<file path="config.mk">
export PLATFORM = sky130hd
export DESIGN_NAME = bech32_address_encoder_core
export DESIGN_NICKNAME = d
export VERILOG_FILES = /design/src/hw/rtl/b32ae_pkg.sv /design/src/hw/rtl/bech32_address_encoder_core.sv
export SDC_FILE = /design/constraint.sdc
export NUM_CORES = 1
export LEC_CHECK = 0
export BUFFER_PORTS_ARGS = -buffer_cell sky130_fd_sc_hd__buf_2
export CAP_MARGIN = 20
export CORE_ASPECT_RATIO = 0.7
export CORE_MARGIN = 8
export CORE_UTILIZATION = 59
export CTS_CLUSTER_SIZE = 14
export DETAILED_ROUTE_END_ITERATION = 10
export PLACE_DENSITY = 0.82
export SYNTH_ARGS = -nofsm -noshare
export SYNTH_HDL_FRONTEND = slang
export SYNTH_SLANG_ARGS = --single-unit
</file>
<file path="constraint.sdc">
create_clock -name clk -period 4.4 [get_ports clk]
set_clock_uncertainty 0.05 [all_clocks]
set_input_delay 0.22 -clock clk [delete_from_list [all_inputs] [get_ports clk]]
set_output_delay 0.22 -clock clk [all_outputs]
set_load 0.05 [all_outputs]
</file>
<file path="src/hw/rtl/b32ae_pkg.sv">
// Shared constants and helper functions for the bech32 address encoder.
`timescale 1ns / 1ps
`default_nettype none

package b32ae_pkg;

  localparam int KEY_HASH_BYTES_DEF = 28;

  localparam int CSUM_W  = 30;
  localparam int GROUP_W = 5;
  localparam int ACC_W   = 12;
  localparam int CNT_W   = 4;
  localparam int CHAR_W  = 7;
  localparam int NID_W   = 4;
  localparam int STEP_W  = 4;

  // Register indexes on the configuration port
  localparam logic REG_NET_ID = 1'b0;

  localparam logic [NID_W-1:0] NET_MAIN = 4'd1;

  localparam logic [CHAR_W-1:0] CHAR_SEP = 7'h31;  // '1'

  localparam logic [3:0] HRP_LEN_MAIN = 4'd4;
  localparam logic [3:0] HRP_LEN_TEST = 4'd9;

  localparam logic [255:0] ALPHABET = "qpzry9x8gf2tvdw0s3jn54khce6mua7l";
  localparam logic [31:0]  HRP_MAIN = "addr";
  localparam logic [71:0]  HRP_TEST = {"addr_", "test"};

  localparam logic [CSUM_W-1:0] GEN [5] = '{
    30'h3b6a57b2, 30'h26508e6d, 30'h1ea119fa, 30'h3d4233dd, 30'h2a1462b3
  };

  // One polymod step: shift in a group, fold the five top bits back in
  function automatic logic [CSUM_W-1:0] poly_step(input logic [CSUM_W-1:0] c,
                                                 input logic [GROUP_W-1:0] v);
    logic [4:0]        top;
    logic [CSUM_W-1:0] r;
    top = c[CSUM_W-1 -: 5];
    r   = {c[CSUM_W-6:0], v};
    for (int j = 0; j < 5; j++) begin
      if (top[j]) begin
        r = r ^ GEN[j];
      end
    end
    return r;
  endfunction

  function automatic logic [CHAR_W-1:0] alpha_char(input logic [GROUP_W-1:0] g);
    logic [4:0] r;
    logic [7:0] ch;
    r  = ~g;
    ch = ALPHABET[{r, 3'b000} +: 8];
    return ch[CHAR_W-1:0];
  endfunction

  function automatic logic [CHAR_W-1:0] hrp_char(input logic is_main,
                                                input logic [3:0] idx);
    logic [3:0] off;
    logic [7:0] ch;
    if (is_main) begin
      off = 4'd3 - idx;
      ch  = HRP_MAIN[{off[1:0], 3'b000} +: 8];
    end else begin
      off = 4'd8 - idx;
      ch  = HRP_TEST[{off, 3'b000} +: 8];
    end
    return ch[CHAR_W-1:0];
  endfunction

  // Checksum state after the prefix expansion, worked out at elaboration
  function automatic logic [CSUM_W-1:0] hrp_seed(input logic is_main);
    logic [CSUM_W-1:0] c;
    logic [3:0]        len;
    logic [CHAR_W-1:0] ch;
    c   = 30'd1;
    len = is_main ? HRP_LEN_MAIN : HRP_LEN_TEST;
    for (int i = 0; i < 9; i++) begin
      if (4'(i) < len) begin
        ch = hrp_char(is_main, 4'(i));
        c  = poly_step(c, {3'b000, ch[6:5]});
      end
    end
    c = poly_step(c, 5'd0);
    for (int i = 0; i < 9; i++) begin
      if (4'(i) < len) begin
        ch = hrp_char(is_main, 4'(i));
        c  = poly_step(c, ch[4:0]);
      end
    end
    return c;
  endfunction

endpackage

`default_nettype wire

</file>
<file path="src/hw/rtl/bech32_address_encoder_core.sv">
// Bech32 address encoder: hash bytes in, address text characters out.
`timescale 1ns / 1ps
`default_nettype none

// Takes the 2*KEY_HASH_BYTES hash bytes of one address, one byte per beat, and
// returns the ASCII text of the address one character per beat. The first byte
// of an address sends the prefix ("addr" when the network nibble is 1, else the
// longer test-network prefix), the separator and the type-byte groups ahead of
// its own groups; the last byte adds a padded group when bits are left over,
// idle checksum folding and six checksum characters, the last one flagged. A
// sequencer moves one 5-bit group a cycle, unless the output stalls, through
// the regrouping register and the checksum register. A new byte is accepted
// only in the idle state, once every group of the last byte is out. The
// network nibble is taken at the first byte of each address.
module bech32_address_encoder_core
  import b32ae_pkg::*;
#(
  parameter int KEY_HASH_BYTES = KEY_HASH_BYTES_DEF
) (
  input  wire logic              clk,
  input  wire logic              rst_n,

  input  wire logic              in_valid,
  output      logic              in_ready,
  input  wire logic [7:0]        in_hash_byte,

  output      logic              out_valid,
  input  wire logic              out_ready,
  output      logic [CHAR_W-1:0] out_char,
  output      logic              out_is_last,

  input  wire logic              psel,
  input  wire logic              penable,
  input  wire logic              pwrite,
  input  wire logic [2:0]        paddr,
  input  wire logic [31:0]       pwdata,
  output      logic [31:0]       prdata,
  output      logic              pready
);

  localparam int TOTAL_BYTES = 2 * KEY_HASH_BYTES;
  localparam int IDX_W       = $clog2(TOTAL_BYTES + 1);

  localparam logic [CSUM_W-1:0] SEED_MAIN = hrp_seed(1'b1);
  localparam logic [CSUM_W-1:0] SEED_TEST = hrp_seed(1'b0);

  typedef enum logic [5:0] {
    S_IDLE   = 6'b000001,
    S_PREFIX = 6'b000010,
    S_GROUPS = 6'b000100,
    S_PAD    = 6'b001000,
    S_FEED   = 6'b010000,
    S_CSUM   = 6'b100000
  } state_t;

  state_t             state_r, state_nxt;
  logic [NID_W-1:0]   net_id_r, net_id_nxt;
  logic [NID_W-1:0]   nid_r, nid_nxt;
  logic [CSUM_W-1:0]  check_r, check_nxt;
  logic [ACC_W-1:0]   bit_acc_r, bit_acc_nxt;
  logic [CNT_W-1:0]   bit_cnt_r, bit_cnt_nxt;
  logic [IDX_W-1:0]   byte_idx_r, byte_idx_nxt;
  logic [7:0]         byte_r, byte_nxt;
  logic               pending_r, pending_nxt;
  logic [STEP_W-1:0]  step_r, step_nxt;
  logic               out_valid_r, out_valid_nxt;
  logic [CHAR_W-1:0]  out_char_r, out_char_nxt;
  logic               out_last_r, out_last_nxt;

  logic               cfg_wr;
  logic               in_acc;
  logic               slot_free;
  logic               is_main;
  logic               is_final;
  logic [CNT_W-1:0]   shamt;
  logic [ACC_W-1:0]   grp_full;
  logic [GROUP_W-1:0] grp;
  logic [ACC_W-1:0]   rem_mask;
  logic [ACC_W-1:0]   pad_full;
  logic [2:0]         pad_shift;

  assign pready   = 1'b1;
  assign cfg_wr   = psel && penable && pwrite && pready;
  assign prdata   = (paddr[2] == REG_NET_ID) ? {28'd0, net_id_r} : 32'd0;

  assign in_ready    = (state_r == S_IDLE);
  assign in_acc      = in_valid && in_ready;
  assign out_valid   = out_valid_r;
  assign out_char    = out_char_r;
  assign out_is_last = out_last_r;

  assign slot_free = !out_valid_r || out_ready;
  assign is_main   = (nid_r == NET_MAIN);
  assign is_final  = (byte_idx_r == IDX_W'(TOTAL_BYTES));

  // Top group of the accumulator, the bits that stay behind it and the padded last group
  assign shamt     = bit_cnt_r - CNT_W'(GROUP_W);
  assign grp_full  = bit_acc_r >> shamt;
  assign grp       = grp_full[GROUP_W-1:0];
  assign rem_mask  = (ACC_W'(1) << shamt) - ACC_W'(1);
  assign pad_shift = 3'd5 - bit_cnt_r[2:0];
  assign pad_full  = bit_acc_r << pad_shift;

  always_comb begin
    state_nxt      = state_r;
    net_id_nxt     = net_id_r;
    nid_nxt        = nid_r;
    check_nxt      = check_r;
    bit_acc_nxt    = bit_acc_r;
    bit_cnt_nxt    = bit_cnt_r;
    byte_idx_nxt   = byte_idx_r;
    byte_nxt       = byte_r;
    pending_nxt    = pending_r;
    step_nxt       = step_r;
    out_valid_nxt  = out_valid_r && !out_ready;
    out_char_nxt   = out_char_r;
    out_last_nxt   = out_last_r;

    if (cfg_wr && paddr[2] == REG_NET_ID) begin
      net_id_nxt = pwdata[NID_W-1:0];
    end

    unique case (state_r)
      S_IDLE: begin
        if (in_acc) begin
          byte_nxt     = in_hash_byte;
          byte_idx_nxt = byte_idx_r + IDX_W'(1);
          if (byte_idx_r == '0) begin
            nid_nxt     = net_id_r;
            check_nxt   = (net_id_r == NET_MAIN) ? SEED_MAIN : SEED_TEST;
            bit_acc_nxt = '0;
            bit_cnt_nxt = '0;
            pending_nxt = 1'b1;
            step_nxt    = '0;
            state_nxt   = S_PREFIX;
          end else begin
            bit_acc_nxt = {bit_acc_r[3:0], in_hash_byte};
            bit_cnt_nxt = bit_cnt_r + CNT_W'(8);
            pending_nxt = 1'b0;
            state_nxt   = S_GROUPS;
          end
        end
      end

      S_PREFIX: begin
        if (slot_free) begin
          out_valid_nxt = 1'b1;
          out_last_nxt  = 1'b0;
          if (step_r < (is_main ? HRP_LEN_MAIN : HRP_LEN_TEST)) begin
            out_char_nxt = hrp_char(is_main, step_r);
            step_nxt     = step_r + STEP_W'(1);
          end else begin
            // separator, then load the type byte into the regrouping register
            out_char_nxt = CHAR_SEP;
            bit_acc_nxt  = {8'd0, nid_r};
            bit_cnt_nxt  = CNT_W'(8);
            state_nxt    = S_GROUPS;
          end
        end
      end

      S_GROUPS: begin
        if (bit_cnt_r >= CNT_W'(GROUP_W)) begin
          if (slot_free) begin
            out_valid_nxt = 1'b1;
            out_last_nxt  = 1'b0;
            out_char_nxt  = alpha_char(grp);
            check_nxt     = poly_step(check_r, grp);
            bit_acc_nxt   = bit_acc_r & rem_mask;
            bit_cnt_nxt   = shamt;
            if (shamt < CNT_W'(GROUP_W) && !pending_r) begin
              if (is_final) begin
                step_nxt  = '0;
                state_nxt = (shamt != '0) ? S_PAD : S_FEED;
              end else begin
                state_nxt = S_IDLE;
              end
            end
          end
        end else if (pending_r) begin
          // the held hash byte follows the type byte
          bit_acc_nxt = {bit_acc_r[3:0], byte_r};
          bit_cnt_nxt = bit_cnt_r + CNT_W'(8);
          pending_nxt = 1'b0;
        end else if (is_final) begin
          step_nxt  = '0;
          state_nxt = (bit_cnt_r != '0) ? S_PAD : S_FEED;
        end else begin
          state_nxt = S_IDLE;
        end
      end

      S_PAD: begin
        if (slot_free) begin
          out_valid_nxt = 1'b1;
          out_last_nxt  = 1'b0;
          out_char_nxt  = alpha_char(pad_full[GROUP_W-1:0]);
          check_nxt     = poly_step(check_r, pad_full[GROUP_W-1:0]);
          bit_acc_nxt   = '0;
          bit_cnt_nxt   = '0;
          step_nxt      = '0;
          state_nxt     = S_FEED;
        end
      end

      S_FEED: begin
        step_nxt = step_r + STEP_W'(1);
        if (step_r == STEP_W'(5)) begin
          check_nxt = poly_step(check_r, '0) ^ CSUM_W'(1);
          step_nxt  = '0;
          state_nxt = S_CSUM;
        end else begin
          check_nxt = poly_step(check_r, '0);
        end
      end

      S_CSUM: begin
        if (slot_free) begin
          out_valid_nxt = 1'b1;
          out_char_nxt  = alpha_char(check_r[CSUM_W-1 -: GROUP_W]);
          out_last_nxt  = (step_r == STEP_W'(5));
          check_nxt     = check_r << GROUP_W;
          step_nxt      = step_r + STEP_W'(1);
          if (step_r == STEP_W'(5)) begin
            // address done: back to reset values
            check_nxt    = CSUM_W'(1);
            bit_acc_nxt  = '0;
            bit_cnt_nxt  = '0;
            byte_idx_nxt = '0;
            step_nxt     = '0;
            state_nxt    = S_IDLE;
          end
        end
      end

      default: state_nxt = S_IDLE;
    endcase
  end

  always_ff @(posedge clk) begin
    if (!rst_n) begin
      state_r      <= S_IDLE;
      net_id_r     <= NET_MAIN;
      check_r      <= CSUM_W'(1);
      bit_acc_r    <= '0;
      bit_cnt_r    <= '0;
      byte_idx_r   <= '0;
      pending_r    <= 1'b0;
      step_r       <= '0;
      out_valid_r  <= 1'b0;
    end else begin
      state_r      <= state_nxt;
      net_id_r     <= net_id_nxt;
      check_r      <= check_nxt;
      bit_acc_r    <= bit_acc_nxt;
      bit_cnt_r    <= bit_cnt_nxt;
      byte_idx_r   <= byte_idx_nxt;
      pending_r    <= pending_nxt;
      step_r       <= step_nxt;
      out_valid_r  <= out_valid_nxt;
    end
  end

  always_ff @(posedge clk) begin
    nid_r      <= nid_nxt;
    byte_r     <= byte_nxt;
    out_char_r <= out_char_nxt;
    out_last_r <= out_last_nxt;
  end

`ifndef NO_ASSERTIONS
  a_cnt_range: assert property (@(posedge clk) disable iff (!rst_n)
    bit_cnt_r <= CNT_W'(ACC_W))
    else $error("regrouping count out of range");

  a_first_byte: assert property (@(posedge clk) disable iff (!rst_n)
    in_valid && in_ready && byte_idx_r == '0 |=> state_r == S_PREFIX)
    else $error("first byte did not start the prefix");

  a_last_done: assert property (@(posedge clk) disable iff (!rst_n)
    out_valid && out_is_last |-> (state_r == S_IDLE || state_r == S_PREFIX)
                                 && bit_cnt_r == '0)
    else $error("last character held while address still in progress");

  a_csum_clean: assert property (@(posedge clk) disable iff (!rst_n)
    state_r == S_CSUM || state_r == S_FEED |-> bit_cnt_r == '0 && !pending_r)
    else $error("checksum phase with bits left in the accumulator");
`endif

endmodule

`default_nettype wire

</file>
==> Word level (Yosys, flattened, before mapping) <==
Cells that the tools add are included.
{ "word_totals": {"reg_bits": 88, "latch_bits": 0, "mem_bits_rw": 0, "rom_bits": 0, "input_bits": 50, "output_inout_bits": 43, "wordCells": 258, "memories": 0} }
{ "op_classes": {"addsub": 8, "n_mul": 0, "n_div": 0, "magnitude_cmp": 3, "eq_ne": 26, "shifts": 8, "mux": 143, "n_bitwise": 25, "reduce_logical": 32} }
{ "op_table": {"columns": ["op", "n"], "rows": [
  ["two-way mux 30 bit", 61],
  ["indexed part select 256 x 9 -> 7 bit, first input constant", 3],
  ["one-hot mux 30 bit (5 select lines)", 1],
  ["two-way mux 29 bit", 5],
  ["two-way mux 12 bit", 10],
  ["two-way mux 4 bit", 23],
  ["two-way mux 6 bit", 14],
  ["indexed part select 72 x 8 -> 7 bit, first input constant", 1],
  ["NOT 17 bit", 4],
  ["NOT 16 bit", 4],
  ["one-hot mux 12 bit (5 select lines)", 1],
  ["NOT 14 bit", 4],
  ["NOT 18 bit", 3],
  ["NOT 13 bit", 4],
  ["two-way mux 7 bit", 7],
  ["one-hot mux 6 bit (6 select lines)", 1],
  ["indexed part select 32 x 6 -> 7 bit, first input constant", 1],
  ["one-hot mux 7 bit (4 select lines)", 1],
  ["one-hot mux 4 bit (6 select lines)", 1],
  ["two-way mux 5 bit", 4],
  ["inequality test 2 bit, second input constant", 10],
  ["one-hot mux 4 bit (5 select lines)", 1],
  ["AND reduction 10 bit", 2],
  ["NOT 5 bit", 3],
  ["48 further kinds", 76]
]} }

==> Depth between registers and ports, before layout <==
{ "depth": {"word_depth": 27, "mapped_depth": 18, "depth_no_buf": 15} }

==> Worst setup path after synthesis <==
No wires, ideal clock.
{ "synth_timing": {"kind": "reg-to-reg", "from": "reg bit_cnt_r[1]", "to": "reg out_char_r[2] (netlist: out_char[2]) (data pin)", "setup_ps": 268, "arrival_ps": 3034, "required_ps": 4082, "path_slack_ps": 1048, "stages_incl_launch_ff": 13, "n_path_buf": 1, "period_less_slack_ps": 3352, "cell_sequence": "dfxtp_1 clkbuf_1 inv_1 ha_1 xor2_1 mux4_2 nand2_1 o211ai_1 o21ai_2 a2bb2oi_1 a21oi_1 a311oi_1 o22ai_1"} }
{ "synth_via": {"elab_chain_len": 7, "elab_cells_between_ends": 12, "cone_classes": "2 x add/sub; 4 x shift; 4 x mux; 2 x bitwise"} }
{ "synth_lines": {"columns": ["element", "line_no", "rtl"], "rows": [
  ["start, declared", "bech32_address_encoder_core.sv:61", "logic [CNT_W-1:0] bit_cnt_r, bit_cnt_nxt;"],
  ["start signal, assigned", "bech32_address_encoder_core.sv:256", "bit_cnt_r <= bit_cnt_nxt;"],
  ["subtractor 4 x 3 -> 4 bit", "bech32_address_encoder_core.sv:97", "assign shamt = bit_cnt_r - CNT_W'(GROUP_W);"],
  [">> shifter 12 x 4 -> 5 bit", "bech32_address_encoder_core.sv:98", "assign grp_full = bit_acc_r >> shamt;"],
  ["NOT 5 bit", "b32ae_pkg.sv:53", "r = ~g;"],
  ["indexed part select 256 x 9 -> 7 bit", "b32ae_pkg.sv:54", "ch = ALPHABET[{r, 3'b000} +: 8];"],
  ["two-way mux 7 bit", "bech32_address_encoder_core.sv:164", "if (slot_free) begin"],
  ["two-way mux 7 bit", "bech32_address_encoder_core.sv:163", "if (bit_cnt_r >= CNT_W'(GROUP_W)) begin"],
  ["one-hot mux 7 bit (4 select lines) *", "bech32_address_encoder_core.sv:123", "unique case (state_r)"],
  ["named net out_char_nxt[2]", "bech32_address_encoder_core.sv:67", "logic [CHAR_W-1:0] out_char_r, out_char_nxt;"],
  ["end signal, assigned", "bech32_address_encoder_core.sv:267", "out_char_r <= out_char_nxt;"],
  ["end, declared", "bech32_address_encoder_core.sv:67", null]
]} }
Mark *: on every way through the listed nets, which the timed path passes. The rest lies on a longest branch. The select of a mux whose other input is x is not followed.
A chain may end at the register's enable or synchronous reset.

==> Worst setup path in the final report <==
Same ends and word-level chain as after synthesis.

==> summary.txt <==
Status
  – Run status: finished, final reports clean

Pwr
  – Power density normalized to cell area: 540.5 mW/mm^2
  – Net switching component of the power: between 1.5 and 2 mW
  – Total Power Consumption: between 3 and 4 mW
  – Combinational cell fraction of total power: between 40% and 50%
  – Internal power: roughly 2.0 mW
  – Net switching share of the total power: around 45%
  – Worst VDD drop: roughly 0.00032 V
  – Clock network fraction of design power: a little over a fifth
  – Leakage power figure: between 2 and 3 nW
  – Seq pwr share: a little over a third

Global route
  – Via count of the first global-routing pass: 5646
  – First-pass GRT wire length: about 27 mm
  – Tot GR Track Use: ~23%
  – Overall overflow remaining after global route: 0
  – Maximum number of pins on one net before global-route repair: approximately 70
  – Initial antenna violation count: 0

Hold path
  – Number of stages on the worst hold path: 1
  – Worst-case hold path end point: byte_r[5]
  – Type of the worst min-delay path: input pin to flip-flop
  – Worst hold start: in_hash_byte[5]

Timing
  – Count of final hold-check violations: 0
  – Transition time of the tightest slew-check pin: around 1.1 ns
  – Final TNS setup: 0 ns
  – Highest clock frequency the design can meet: ~250 MHz
  – Minimum setup slack in the final design: approximately 0.37 ns
  – Hold slack: 0.006085 ns
  – Tmin final: roughly 4 ns
  – RSZ-0062 raised after global routing: no
  – Final Cycle Share: approximately 90%
  – Number of failing setup endpoints in the final timing report: 0
  – Count of pins over their slew limit: 0
  – Relative slew margins: about 29%

Finish
  – Number of fillers in the final layout: 924
  – Area overhead of the layout relative to synthesis: 5.989%
  – Area used by multi-input combinational logic: between 0.004 and 0.005 mm^2
  – Area occupied by registers: ~0.002 mm^2
  – Cell area after layout: about 0.007 mm^2
  – Total inserted antenna cells: 0
  – Layout cell share with drive strength beyond 1: between 10% and 20%
  – Final net count: ~850

Synth
  – YS warnings: 0
  – Sequential share of the synthesized area: a little under a third
  – Fraction of synthesis flops using an asynchronous set or reset pin: 0%
  – Most instantiated cells after synthesis: sky130_fd_sc_hd__nand2_1 (79), sky130_fd_sc_hd__o21ai_0 (77), sky130_fd_sc_hd__dfxtp_1 (68), sky130_fd_sc_hd__a21oi_1 (56), sky130_fd_sc_hd__nor2_1 (51)
  – Post-synth top flop: sky130_fd_sc_hd__dfxtp_1
  – Yosys top cell by area: sky130_fd_sc_hd__dfxtp_1
  – Cells taking the most area after synthesis: sky130_fd_sc_hd__dfxtp_1 (21%), sky130_fd_sc_hd__edfxtp_1 (9.4%), sky130_fd_sc_hd__o21ai_0 (6.0%), sky130_fd_sc_hd__nand2_1 (4.6%), sky130_fd_sc_hd__a21oi_1 (4.4%)
  – Summed instance area of the synthesized netlist: roughly 0.0064 mm^2
  – Most instantiated library cell after synthesis: sky130_fd_sc_hd__nand2_1
  – Distinct cell type count of the synthesized netlist: slightly below 80
  – Post-synth top area share: 21.23%
  – Syn avg cell area: a little over 8 um^2
  – FF+latch count, synth: approximately 90
  – Number of enable flip-flop cells after synthesis: 20
  – Gate Count Post-Synth: just under 800

CTS
  – Number of levels in the clock H-tree: 3
  – Clock-pin transition on the worst setup and hold timing paths: 0.07 ns
  – PostCTS Resize Cnt: 0
  – Clock net sink count: a little under 90
  – Insertion delay to the later sink of the worst-skew pair: 0.35 ns
  – Number of buffers added to fix hold violations after cts: 0
  – Maximum root-to-sink buffer count: 2
  – Buffer count from post-CTS setup fixing: 0
  – Cell at the root of the clock tree: sky130_fd_sc_hd__clkbuf_16
  – CTS Buf Count: 9
  – CTS tree: yes

Run
  – Number of max-capacitance violations reported: 0

Drt
  – Number of design-rule violations left by the first detailed-router iteration: between 600 and 700
  – Via count: roughly 6000
  – Antenna Nets Post-Route: 0
  – Total met2 wirelength after detailed routing: about 7 mm
  – M1 WL: between 7 and 8 mm
  – Mean number of vias per cell: between 6 and 7
  – Wire length per cell: ~18 um
  – Post-route DRC: 0
  – Routed WL: around 16 mm
  – Met3 wirelength from detailed routing: approximately 1.7 mm
  – DRT Pass-1 Iters: 5
  – Top routing layer used: met4

Setup path
  – Largest fanout of any net on the critical path: 13
  – CP Data Required Time: roughly 4.4 ns
  – Delay of the slowest cell on the worst path: 0.75 ns
  – Worst flop-to-flop path startpoint: bit_cnt_r[1]
  – Worst path slowest cell: sky130_fd_sc_hd__o221ai_1
  – Setup CP Type: flip-flop to flip-flop
  – Startpoint of the most critical setup path: bit_cnt_r[1]
  – Endpoint arrival time on the critical path: around 4.1 ns
  – Element type at the critical path end: flip-flop
  – Worst reg-to-reg path cell count: 9
  – Cell chain of the critical path: inv_1 -> ha_1 -> mux4_2 -> a21oi_1 -> a31oi_1 -> o221ai_1 -> a211oi_1 -> a311oi_1 -> o22ai_1
  – Startpoint type of the worst setup path: flip-flop
  – Slack of the worst reg-to-reg path: about 0.37 ns
  – RR Endpoint: out_char[2]

Floorplan
  – Starting Density: between 50% and 60%
  – Chip Height: 103.2 um
  – Top-level port count: 93
  – Core area: around 0.011 mm^2
  – Area enclosed by the die boundary: 0.01452 mm^2
  – Cell row count: 32
  – Horizontal extent of the die: 140.6 um

Place
  – Detailed placer's ending HPWL: approximately 11 mm
  – Area after DPL: approximately 0.0064 mm^2
  – Count of buffers from port buffering: 33
  – Placement-stage worst setup slack: 0.4977 ns
  – Routability congestion estimate from global placement: about 0.9
## cell usage in the layout, fill, tap and decap left out, types with 8 or more instances in the layout
cell | netlist | routed
sky130_fd_sc_hd__ha_1 | 20 | 20
sky130_fd_sc_hd__nand3_1 | 23 | 23
sky130_fd_sc_hd__a22oi_1 | 11 | 11
sky130_fd_sc_hd__and2_1 | 13 | 13
sky130_fd_sc_hd__buf_2 | 8 | 33
sky130_fd_sc_hd__o211ai_1 | 13 | 13
sky130_fd_sc_hd__inv_1 | 18 | 18
sky130_fd_sc_hd__xor2_1 | 19 | 19
sky130_fd_sc_hd__conb_1 | 2 | 29
sky130_fd_sc_hd__a21boi_0 | 15 | 15
sky130_fd_sc_hd__clkbuf_16 | 0 | 9
sky130_fd_sc_hd__nand2_1 | 79 | 79
sky130_fd_sc_hd__nor2b_1 | 19 | 19
sky130_fd_sc_hd__a31oi_1 | 16 | 16
sky130_fd_sc_hd__o21ai_0 | 77 | 77
sky130_fd_sc_hd__nor3_1 | 12 | 12
sky130_fd_sc_hd__mux4_2 | 8 | 8
sky130_fd_sc_hd__o211a_1 | 10 | 10
sky130_fd_sc_hd__nand2b_1 | 9 | 9
sky130_fd_sc_hd__nor2_1 | 51 | 51
sky130_fd_sc_hd__dfxtp_1 | 68 | 68
sky130_fd_sc_hd__xnor2_1 | 17 | 17
sky130_fd_sc_hd__edfxtp_1 | 20 | 20
sky130_fd_sc_hd__a21oi_1 | 56 | 56
sky130_fd_sc_hd__mux2i_1 | 10 | 10
## final cells by class
class | count | area share (%)
tap | 136 | 2.503
clock inverter | 7 | 1.012
multi-input combinational | 621 | 59.34
sequential | 88 | 28.86
timing repair buffer | 43 | 3.920
clock buffer | 9 | 3.313
inverter | 19 | 1.049
## worst max-delay path: cells and delay by family (launching register included)
family	cells	cell delay [ns]
AO/OA/AOI/OAI	6	1.65
adder cells (fa/ha/maj)	1	0.63
buffers and inverters	1	0.22
flip-flops	1	0.64
multiplexers	1	0.57
## worst max-delay path by stage
stage,to
after detailed placement,out_char[2]
final,out_char[2]
after floorplan,out_char[2]
after global routing,out_char[2]
after global placement,out_char[2]
after CTS,out_char[2]
## registers in the layout, indices dropped and copies added, names as in the netlist, 4 cells and up
register,flops
out_char,7
nid_r,4
byte_idx_r,6
state_r,6
bit_cnt_r,4
byte_r,8
step_r,4
net_id_r,4
bit_acc_r,12
check_r,30
## power by group through the flow
stage	clock network, mW	registers [mW]	logic (mW)
5_1_grt	0.802	1.30	1.79
2_1_floorplan	0	1.19	1.32
3_5_place_dp	0	1.29	1.54
4_1_cts	0.769	1.27	1.55
6_report	0.764	1.28	1.63
3_3_place_gp	0	1.27	1.48
## metal layers
metal | global-route usage [%] | up-vias
li1 | - | 2799
met1 | 29.62 | 2833
met2 | 36.06 | 344
met3 | 6.419 | 48
met4 | 8.799 | 0
met5 | 0 | -
## cells by family after synthesis
logic type,count (synthesis),share of synthesized area (%)
flip-flops,88,30.59
buffers and inverters,102,8.174
AO/OA/AOI/OAI,262,26.49
adder cells (fa/ha/maj),21,4.058
multiplexers,22,5.072
other,2,0.1171
AND/OR/NAND/NOR,248,19.82
XOR/XNOR,39,5.677
## through the flow
| step | utilization, % | instances |
|---|---|---|
| finish | 62.88 | 923 |
| detailed placement | 59.64 | 903 |
| global placement | 59.64 | 903 |
| floorplan | - | 811 |
| CTS | 62.36 | 919 |
| global route | 62.88 | 923 |
Power figures use the tool's default switching activity.
